--- config.mk ---
export PLATFORM = sky130hd
export DESIGN_NAME = keypad_key_list_tracker
export DESIGN_NICKNAME = d
export VERILOG_FILES = /design/src/rtl/kllt_pkg.sv /design/src/rtl/keypad_key_list_tracker.sv /design/src/rtl/kllt_cell.sv
export VERILOG_INCLUDE_DIRS = /design/src /design/src/rtl
export SDC_FILE = /design/constraint.sdc
export NUM_CORES = 1
export LEC_CHECK = 0
export ABC_AREA = 0
export BUFFER_PORTS_ARGS = -buffer_cell sky130_fd_sc_hd__buf_2
export CORE_MARGIN = 2
export CORE_UTILIZATION = 55
export CTS_CLUSTER_SIZE = 40
export DETAILED_ROUTE_END_ITERATION = 7
export PLACE_DENSITY = 0.73
export SLEW_MARGIN = 30
export SYNTH_ARGS = -nofsm -noshare
export SYNTH_HDL_FRONTEND = slang
export SYNTH_SLANG_ARGS = --single-unit
--- constraint.sdc ---
create_clock -name clk -period 13.2 [get_ports clk]
set_input_delay 2.64 -clock clk [delete_from_list [all_inputs] [get_ports clk]]
set_output_delay 2.64 -clock clk [all_outputs]
set_load 0.03 [all_outputs]
--- src/rtl/keypad_key_list_tracker_defines.svh ---
// Assertion macros used by the key list tracker top level.
`ifndef KEYPAD_KEY_LIST_TRACKER_DEFINES_SVH
`define KEYPAD_KEY_LIST_TRACKER_DEFINES_SVH

// Same-cycle implication, checked on clk, off while in reset.
`define KLLT_ASSERT_NOW(lbl, ante, cons) \
	lbl: assert property (@(posedge clk) disable iff (!arst_n) (ante) |-> (cons)) \
		else $error("key list tracker check failed");

// Next-cycle implication, checked on clk, off while in reset.
`define KLLT_ASSERT_NEXT(lbl, ante, cons) \
	lbl: assert property (@(posedge clk) disable iff (!arst_n) (ante) |=> (cons)) \
		else $error("key list tracker check failed");

`endif

--- src/rtl/kllt_pkg.sv ---
// Package: shared types and constants of the key list tracker.
`timescale 1ns / 1ps

package kllt_pkg;

	localparam int SLOTS = 10;
	localparam int SLOT_W = 4;
	localparam int CODE_W = 8;
	localparam int POS_W = 8;
	localparam int TIME_W = 32;
	localparam int HOLD_W = 16;
	localparam logic [HOLD_W-1:0] HOLD_TIME_RESET = 16'd500;

	typedef enum logic [1:0] {
		ST_IDLE     = 2'd0,
		ST_PRESSED  = 2'd1,
		ST_HOLD     = 2'd2,
		ST_RELEASED = 2'd3
	} key_state_t;

	// Priority chain running from slot 0 upwards.
	typedef struct packed {
		logic hit;  // an earlier slot holds this position
		logic free; // an earlier slot is empty
	} chain_t;

	// What one slot reports for the current request.
	typedef struct packed {
		logic              ev;
		logic              load_hold;
		logic              changed;
		key_state_t        state;
		logic [CODE_W-1:0] code;
	} slot_rpt_t;

endpackage

--- src/rtl/keypad_key_list_tracker.sv ---
// Module: top level of the keypad key list tracker, a chain of key slots.
`timescale 1ns / 1ps
`include "keypad_key_list_tracker_defines.svh"

// Keypad key list tracker.
// Input channel (in_valid / in_stall): one request per scanned matrix
// position, with its key code, contact state, millisecond time and scan
// markers. Output channel (out_valid / out_stall): one result per request,
// giving the slot event (if any) and, on the last position of a scan, the
// activity flag.
// The slots form a row of cells; a priority chain through them finds the
// lowest matching slot and the lowest empty slot in the same cycle.
// The result of an accepted request is registered and appears in the cycle after.
// Throughput: one request per cycle while the input is not stalled, set by the
// single pass through the slot chain and the shared hold timer compare.
// A stalled result is held in the output register; the input is stalled
// only while that register is full and the receiver stalls.
// Reset empties every slot, clears the hold timer, loads the hold time with
// 500 ms and leaves the output register empty. The user writes the hold time
// via cfg_wr_en / cfg_wr_data only while idle; the block does not enforce it.

module keypad_key_list_tracker (
	input  logic        clk,
	input  logic        arst_n,
	input  logic        cfg_wr_en,
	input  logic [15:0] cfg_wr_data,
	input  logic        in_valid,
	output logic        in_stall,
	input  logic [7:0]  key_position,
	input  logic [7:0]  key_code,
	input  logic        pressed,
	input  logic [31:0] now_ms,
	input  logic        first_of_scan,
	input  logic        last_of_scan,
	output logic        out_valid,
	input  logic        out_stall,
	output logic        event_valid,
	output logic [3:0]  event_slot,
	output logic [7:0]  event_code,
	output logic [1:0]  event_state,
	output logic        any_activity,
	output logic        scan_done
);

	logic [kllt_pkg::HOLD_W-1:0] hold_time_q;
	logic [kllt_pkg::TIME_W-1:0] hold_start_q;
	logic                        out_valid_q;

	logic                        accept;
	logic                        hold_expired;
	logic                        hit_any;
	logic [kllt_pkg::TIME_W-1:0] elapsed;

	kllt_pkg::chain_t    chain [kllt_pkg::SLOTS+1];
	kllt_pkg::slot_rpt_t rpt   [kllt_pkg::SLOTS];

	logic                          ev_any;
	logic                          load_hold;
	logic                          activity;
	logic [kllt_pkg::SLOT_W-1:0]   ev_slot;
	logic [kllt_pkg::CODE_W-1:0]   ev_code;
	logic [1:0]                    ev_state;

	// Take a request unless a finished result is held back by the receiver.
	assign in_stall = out_valid_q && out_stall;
	assign accept   = in_valid && !in_stall;

	// One shared hold timer: elapsed time wraps modulo 2^32.
	assign elapsed      = now_ms - hold_start_q;
	assign hold_expired = (elapsed > {{(kllt_pkg::TIME_W-kllt_pkg::HOLD_W){1'b0}}, hold_time_q});

	assign chain[0].hit  = 1'b0;
	assign chain[0].free = 1'b0;
	assign hit_any       = chain[kllt_pkg::SLOTS].hit;

	for (genvar g = 0; g < kllt_pkg::SLOTS; g++) begin : g_slot
		kllt_cell u_cell (
			.clk          (clk),
			.arst_n       (arst_n),
			.step_en      (accept),
			.key_position (key_position),
			.key_code     (key_code),
			.pressed      (pressed),
			.first_of_scan(first_of_scan),
			.hit_any      (hit_any),
			.hold_expired (hold_expired),
			.chain_i      (chain[g]),
			.chain_o      (chain[g+1]),
			.rpt          (rpt[g])
		);
	end

	// At most one slot reports an event, so OR the masked fields together.
	always_comb begin
		ev_any    = 1'b0;
		load_hold = 1'b0;
		activity  = 1'b0;
		ev_slot   = '0;
		ev_code   = '0;
		ev_state  = '0;
		for (int i = 0; i < kllt_pkg::SLOTS; i++) begin
			ev_any    = ev_any | rpt[i].ev;
			load_hold = load_hold | rpt[i].load_hold;
			activity  = activity | rpt[i].changed;
			if (rpt[i].ev) begin
				ev_slot  = ev_slot | kllt_pkg::SLOT_W'(i);
				ev_code  = ev_code | rpt[i].code;
				ev_state = ev_state | rpt[i].state;
			end
		end
	end

	// Hold the hold time register; write it straight from the config port.
	always_ff @(posedge clk or negedge arst_n) begin
		if (!arst_n) begin
			hold_time_q <= kllt_pkg::HOLD_TIME_RESET;
		end else if (cfg_wr_en) begin
			hold_time_q <= cfg_wr_data;
		end
	end

	// Restart the shared timer when a key enters pressed.
	always_ff @(posedge clk or negedge arst_n) begin
		if (!arst_n) begin
			hold_start_q <= '0;
		end else if (accept && load_hold) begin
			hold_start_q <= now_ms;
		end
	end

	// Advance the output register: fill on accept, drop once taken.
	always_ff @(posedge clk or negedge arst_n) begin
		if (!arst_n) begin
			out_valid_q <= 1'b0;
		end else if (accept) begin
			out_valid_q <= 1'b1;
		end else if (!out_stall) begin
			out_valid_q <= 1'b0;
		end
	end

	always_ff @(posedge clk) begin
		if (accept) begin
			event_valid  <= ev_any;
			event_slot   <= ev_slot;
			event_code   <= ev_code;
			event_state  <= ev_state;
			any_activity <= last_of_scan && activity;
			scan_done    <= last_of_scan;
		end
	end

	assign out_valid = out_valid_q;

	`KLLT_ASSERT_NEXT(a_accept_gives_result, accept, out_valid)
	`KLLT_ASSERT_NOW(a_stall_only_when_full, in_stall, out_valid)
	`KLLT_ASSERT_NOW(a_activity_on_last, out_valid && !scan_done, !any_activity)
	`KLLT_ASSERT_NOW(a_no_event_zero, out_valid && !event_valid, (event_slot == '0) && (event_code == '0))

endmodule

--- src/rtl/kllt_cell.sv ---
// Module: one key slot of the tracker chain with its own key state machine.
`timescale 1ns / 1ps

module kllt_cell (
	input  logic                       clk,
	input  logic                       arst_n,
	input  logic                       step_en,
	input  logic [kllt_pkg::POS_W-1:0]  key_position,
	input  logic [kllt_pkg::CODE_W-1:0] key_code,
	input  logic                       pressed,
	input  logic                       first_of_scan,
	input  logic                       hit_any,
	input  logic                       hold_expired,
	input  kllt_pkg::chain_t           chain_i,
	output kllt_pkg::chain_t           chain_o,
	output kllt_pkg::slot_rpt_t        rpt
);

	logic [kllt_pkg::CODE_W-1:0] code_q;
	logic [kllt_pkg::POS_W-1:0]  pos_q;
	kllt_pkg::key_state_t        state_q;
	logic                        changed_q;

	logic                        cleared;
	logic [kllt_pkg::CODE_W-1:0] eff_code;
	logic                        eff_changed;
	logic                        occupied;
	logic                        match;
	logic                        take_match;
	logic                        take_alloc;
	logic                        match_ev;
	kllt_pkg::key_state_t        step_state;

	// Idle slots are emptied at the start of a scan.
	assign cleared     = first_of_scan && (state_q == kllt_pkg::ST_IDLE);
	assign eff_code    = cleared ? '0 : code_q;
	assign eff_changed = cleared ? 1'b0 : changed_q;
	assign occupied    = (eff_code != '0);
	assign match       = occupied && (pos_q == key_position);

	assign chain_o.hit  = chain_i.hit | match;
	assign chain_o.free = chain_i.free | ~occupied;

	assign take_match = (key_code != '0) && match && !chain_i.hit;
	assign take_alloc = (key_code != '0) && pressed && !hit_any && !occupied && !chain_i.free;

	always_comb begin
		unique case (state_q)
			kllt_pkg::ST_IDLE: begin
				step_state = pressed ? kllt_pkg::ST_PRESSED : kllt_pkg::ST_IDLE;
			end
			kllt_pkg::ST_PRESSED: begin
				if (hold_expired)
					step_state = kllt_pkg::ST_HOLD;
				else if (!pressed)
					step_state = kllt_pkg::ST_RELEASED;
				else
					step_state = kllt_pkg::ST_PRESSED;
			end
			kllt_pkg::ST_HOLD: begin
				step_state = pressed ? kllt_pkg::ST_HOLD : kllt_pkg::ST_RELEASED;
			end
			kllt_pkg::ST_RELEASED: begin
				step_state = kllt_pkg::ST_IDLE;
			end
			default: begin
				step_state = kllt_pkg::ST_IDLE;
			end
		endcase
	end

	assign match_ev = take_match && (step_state != state_q);

	always_comb begin
		rpt.ev        = match_ev | take_alloc;
		rpt.load_hold = take_alloc |
			(take_match && pressed && (state_q == kllt_pkg::ST_IDLE));
		rpt.state     = take_alloc ? kllt_pkg::ST_PRESSED : step_state;
		rpt.code      = take_alloc ? key_code : eff_code;
		if (take_alloc)
			rpt.changed = 1'b1;
		else if (take_match)
			rpt.changed = match_ev;
		else
			rpt.changed = eff_changed;
	end

	always_ff @(posedge clk or negedge arst_n) begin
		if (!arst_n) begin
			code_q    <= '0;
			pos_q     <= '0;
			state_q   <= kllt_pkg::ST_IDLE;
			changed_q <= 1'b0;
		end else if (step_en) begin
			code_q    <= take_alloc ? key_code : eff_code;
			changed_q <= rpt.changed;
			if (take_alloc) begin
				pos_q   <= key_position;
				state_q <= kllt_pkg::ST_PRESSED;
			end else if (take_match) begin
				state_q <= step_state;
			end
		end
	end

endmodule
Word level (Yosys, flattened, before mapping)
Index checks and enable logic that the tools add are counted.
- register bits after elaboration: 256
- output and inout port bits: 19
- logic and storage cells: 493
- add/sub/neg operators: 1
- $lt $le $gt $ge: 1
- eq/ne operators: 51
- muxes and demuxes: 123
- bitwise logic cells: 91
- reduce and logical (&&, ||, !) cells: 175
- operators with widths (kind ; count):
    $mux W8 ; 30
    $logic_and A1 B1 Y1 ; 94
    $mux W2 ; 44
    $reduce_bool A8 Y1 ; 11
    $eq A8 B8 Y1 ; 10
    $pmux W2 S4 ; 10
    $or A8 B8 Y8 ; 9
    $or A1 B1 Y1 ; 64
    $eq A2 B2 Y1 const B ; 20
    $reduce_and A2 Y1 ; 20
    $mux W1 ; 35
    $gt A32 B16 Y1 ; 1
    $sub A32 B32 Y32 ; 1
    $logic_not A1 Y1 ; 29
    $eq A2 B1 Y1 const B ; 10
    $logic_not A2 Y1 ; 10
    $ne A2 B2 Y1 ; 10
    $reduce_bool A2 Y1 ; 10
    $or A2 B2 Y2 ; 9
    $mux W3 ; 4
    $not A1 Y1 ; 9
    $ne A2 B1 Y1 const B ; 1
    $reduce_or A2 Y1 ; 1

Longest topological paths before layout
- depth after elaboration: 37
- mapped depth: 24

Cells and area by module
From an unflattened synthesis, not the netlist that was laid out.
- cells, all modules: 1672
- area, all modules: 16828.6 um^2
- modules (own cells, without submodules) (module ; times used ; cells each ; area an instance (um^2)):
    kllt_cell ; 10 ; 103 ; 1139.8
    keypad_key_list_tracker ; 1 ; 642 ; 5430.2

Worst setup path after synthesis
OpenSTA, ideal clock, no wires.
- path kind: in2reg
- from: input port now_ms[0]
- to: register any_activity (data pin)
- setup time: 264 ps
- arrival time: 7440 ps
- slack: 5497 ps
- cell stages on the path: 21
- path through: inv_1 > ha_1 > fa_1 > nand2b_1 > a21oi_1 > o21a_1 > a41oi_1 > o21ai_0 > xor2_1 > ha_1 > nand4_1 > nor3_1 > a21o_1 > o31ai_1 > o2111ai_1 > nor4_4 > nand4_4 > nor4b_1 > nor2_2 > or4_4 > o41a_1
- longest elaborated chain between the ends: 18
- ends and longest elaborated chain (what ; RTL line ; text):
    from (decl) ; keypad_key_list_tracker.sv:32 ; input logic [31:0] now_ms,
    $sub A32 B32 Y32 * ; keypad_key_list_tracker.sv:69 ; assign elapsed = now_ms - hold_start_q;
    $gt A32 B16 Y1 * ; keypad_key_list_tracker.sv:70 ; assign hold_expired = (elapsed > {{(kllt_pkg::TIME_W-kllt_pkg::HOLD_W){1'b0}}, hold_time_q});
    $mux W2 * ; kllt_cell.sv:53 ; if (hold_expired)
    $pmux W2 S4 ; kllt_cell.sv:48 ; unique case (state_q)
    $ne A2 B2 Y1 ; kllt_cell.sv:72 ; assign match_ev = take_match && (step_state != state_q);
    $logic_and A1 B1 Y1 ; kllt_cell.sv:72 ;
    $mux W1 ; kllt_cell.sv:82 ; else if (take_match)
    $mux W1 ; kllt_cell.sv:80 ; if (take_alloc)
    $or A1 B1 Y1 (8 in a row) ; keypad_key_list_tracker.sv:104 ; activity = activity | rpt[i].changed;
    $or A1 B1 Y1 * ; keypad_key_list_tracker.sv:104 ;
    $logic_and A1 B1 Y1 * ; keypad_key_list_tracker.sv:148 ; any_activity <= last_of_scan && activity;
    to (signal assigned) ; keypad_key_list_tracker.sv:148 ;
    to (decl) ; keypad_key_list_tracker.sv:41 ; output logic any_activity,
Every way passes the cells marked *; elsewhere a longest branch is shown, timed or not.
A chain may end at the register's enable or synchronous reset.

Worst setup path after layout
Same ends and word-level chain as after synthesis.

==> impl_results.md <==
* CTS Buf Count at 29
* CP arrival at 8.63 ns
* Htree depth at 1
* Area Overhead vs Synth at 10.5%
* Flop2flop setup slack at about 6.7 ns
* Antenna violations before repair at 0
* R2R Path Start: hold_start_q[0]
* Synth unique cells at 85
* Clock Path Buffers at 3
* Cell depth of the worst flop-to-flop path at 20
* Lkg Pwr at ~7.8 nW
* Number of flops mapped to enable cells by yosys at 17
* Largest net degree at the start of global routing at 90
* Crit. End Element: flip-flop
* Vias in the first global route at about 13k
* Yosys warnings at 0
* Seq/Total Area, Yosys at 41.2%
* Clock transition at path regs at 0.06 ns
* Root Buffer: clkbuf_16
* Die width at 173 um
* Kind of critical path: in -> reg
* Hold path cells at 2
* Global route overflow at 0
* Switch Pwr at 1.10 mW
* Initial cell density of the core at 56.3%
* R2R Path End: any_activity
* Port bufs at 90
* Residual DRC at 0
* Total GRT Usage at 30.0%
* Placed cell areas at 0.0165 mm2
* Maximum net fanout on the critical path at 12
* Power share of the clock group at around 27%
* Worst Path Required at 13.52 ns
* Die area at about 0.03 mm2
* Syn_nets at 1826
* Nets at 1857
* First-pass GRT wire length at 73.4 mm
* MaxCap Viol Count at 0
* Flop pwr share at 37.0%
* Combinational Power Share at between 30% and 40%
* Status: finished, final reports clean
* Hold endpoint: g_slot[8].u_cell.pos_q[7]
* Diodes inserted at 0
* Fin area at ~0.017 mm2
* Post-layout min period at a little over 8 ns
* Pwr/cell area at ~170 mW/mm2
* Die height at 173 um
* Final setup viols at 0
* Slowest cell delay on critical path at around 0.65 ns
* Post-synthesis async set-or-reset flop share at around 93%
* Clock Latency Late Sink at 0.58 ns
* I/O Pins at 91
* GPL Wtd Cong at 0.943
* Hold WC Path Type: reg -> reg
* Vias/cell at around 6.5
* Setup Skew at a little under 0.04 ns
* Share of cells above drive strength 1 at 15.5%
* Int Pwr at between 1.5 and 2 mW
* Post-Syn Area at 0.0158 mm2
* Routed Antenna Nets at 0
* Setup Fix Bufs, Post-CTS at 0
* Layout fillers at 2428
* First-pass DRT Iterations at 6
* Critical path's top delay family: compound AO/OA/AOI/OAI gates
* Worst path bufs/invs at 2
* Final Hold Fails at 0
* Average wire per standard cell at 21.2 um
* TritonCTS clock tree: built
* WL final at 45.4 mm
* Max Transition Viols Final at 0
* Worst-Margin Slew at about 1 ns
* Initial drt markers at 1712
* Critical Path Stages at 22
* Min-delay src: g_slot[8].u_cell.pos_q[7]
* Post-synthesis register bit count at ~260
* Resize count post-CTS at 0
* Setup_tns at 0 ns
* Via Count at 13.9k
* Cts hold-fix bufs at 0
* Maximum VDD drop at 0.122 mV
* Cell Chain, Critical Path: buf_2 > inv_1 > ha_1 > fa_1 > nand2b_1 > a21oi_1 > o21a_1 > a41oi_1 > o21ai_0 > xor2_1 > ha_1 > nand4_1 > nor3_1 > a21o_1 > o31ai_1 > o2111ai_1 > nor4_4 > nand4_4 > nor3_1 > a21oi_1 > or4_4 > o41a_1
* Max-slew headroom at 31.0%
* Fin crit share at 63.0%
* Sink Count at 256
* Post-DP HPWL at 31.8 mm
* Total power at 2.98 mW
* CP Launch Type: input port
* Sw Ratio at 36.9%
* Syn_area_per_cell at 9.25 um2
* RSZ-0062 raised after global routing: false
* Cells after Synth at around 1.7k
* Highest clock rate at 120 MHz
* Rows at between 60 and 70
* Core area at about 0.028 mm2
* Crit-path slowest cell: or4_4
* Top FF cell, synth: dfrtp_1
-- power by group through the flow --
stage	sequential (mW)	clock [mW]	combinational [mW]
finish	1.10	0.803	1.07
global placement	1.10	0	1.02
detailed placement	1.11	0	1.04
CTS	1.10	0.808	1.05
floorplan	1.09	0	0.773
global route	1.12	0.843	1.17
-- how the worst max path moves through the flow --
| stage | to | slack [ns] | from |
|---|---|---|---|
| 4_1_cts | any_activity | 5.05 | now_ms[0] |
| 3_5_place_dp | any_activity | 4.50 | now_ms[0] |
| 6_report | any_activity | 4.89 | now_ms[0] |
| 3_3_place_gp | any_activity | 4.70 | now_ms[0] |
| 5_1_grt | any_activity | 4.58 | now_ms[0] |
| 2_1_floorplan | any_activity | 5.50 | now_ms[0] |
-- metal layers --
metal / vias to the layer above / track usage, % / wire length, um
met5: - / 0 / 0
met4: 0 / 12.6 / 2090
li1: 6320 / - / -
met1: 6686 / 42.4 / 19100
met2: 784 / 46.1 / 20200
met3: 145 / 4.82 / 3970
-- cells in the mapped netlist, types with 23 or more instances --
cell type  number  area [um2]
nand4_1        25         156
dfrtp_1       233        5830
a22o_1        123        1080
xnor2_1        44         385
nand2b_1       23         144
ha_1           47         588
nand2_1       221         830
mux2_2         63         709
nor3_1         47         235
nand3_1        23         115
nor2_1         75         282
xor2_1         71         622
a22oi_1        37         278
o21ai_0       125         626
clkbuf_1       87         327
nor4_1         38         238
a21oi_1        82         410
inv_1          66         248
-- placed cells by master (no fill, tap or decap), types with 11 or more instances in the layout --
| master | count |
|---|---|
| dfrtp_1 | 233 |
| nand2_1 | 221 |
| o21ai_0 | 125 |
| a22o_1 | 123 |
| buf_2 | 89 |
| a21oi_1 | 81 |
| nor2_1 | 74 |
| xor2_1 | 71 |
| inv_1 | 66 |
| mux2_2 | 63 |
| ha_1 | 47 |
| nor3_1 | 44 |
| xnor2_1 | 44 |
| a22oi_1 | 37 |
| nor4_1 | 36 |
| clkbuf_16 | 29 |
| nand4_1 | 25 |
| nand2b_1 | 23 |
| nand3_1 | 23 |
| buf_4 | 23 |
| o31ai_1 | 17 |
| edfxtp_1 | 17 |
| a21o_1 | 14 |
| nor3b_1 | 13 |
| o21a_1 | 12 |
| and3_1 | 11 |
| or3_1 | 11 |
-- registers in the layout (all words and copies together), names as in the netlist, 2 cells and up --
name,cells
event_state,2
hold_time_q,16
g_slot.u_cell.pos_q,80
g_slot.u_cell.code_q,80
hold_start_q,32
g_slot.u_cell.state_q,20
event_slot,4
g_slot.u_cell.changed_q,10
event_code,8
-- metrics by stage --
step,instances,utilization (%),worst slack (ns),hold WS (ns)
6_report,2137,62.2,4.89,0.496
5_1_grt,2137,62.2,4.58,0.521
4_1_cts,2137,62.1,5.05,0.497
3_5_place_dp,2084,58.8,4.50,0.483
3_3_place_gp,2084,58.8,4.70,0.476
2_1_floorplan,1706,-,5.50,0.459
-- layout make-up --
cell class	count	area (um2)	share of cell area, %
well taps	378	473	2.71
multi-input cells	1268	8620	49.5
clock inverters	13	123	0.704
clock buffers	40	807	4.63
repair buffers	115	656	3.76
inverters	67	251	1.44
flip-flops and latches	256	6500	37.3
-- worst reg2reg max path: stages, from the launching register on --
cell	delay, ns
dfrtp_1	0.38
ha_1	0.21
fa_1	0.40
nand2b_1	0.18
a21oi_1	0.31
o21a_1	0.23
a41oi_1	0.20
o21ai_0	0.25
xor2_1	0.17
ha_1	0.26
nand4_1	0.12
nor3_1	0.09
a21o_1	0.16
o31ai_1	0.27
o2111ai_1	0.22
nor4_4	0.35
nand4_4	0.27
nor3_1	0.65
a21oi_1	0.46
or4_4	0.65
o41a_1	0.44
-- cells by family (layout without fill, tap and decap cells) --
logic type	Yosys count	after routing	synth area share, %
fa+ha+maj	48	48	3.85
flops	256	256	41.2
buf+inv	182	235	4.59
xor+xnor	115	115	6.38
compound gates	495	495	22.0
simple gates	544	544	17.3
mux	66	66	4.69
No activity file was read; power rests on OpenSTA's default activity.
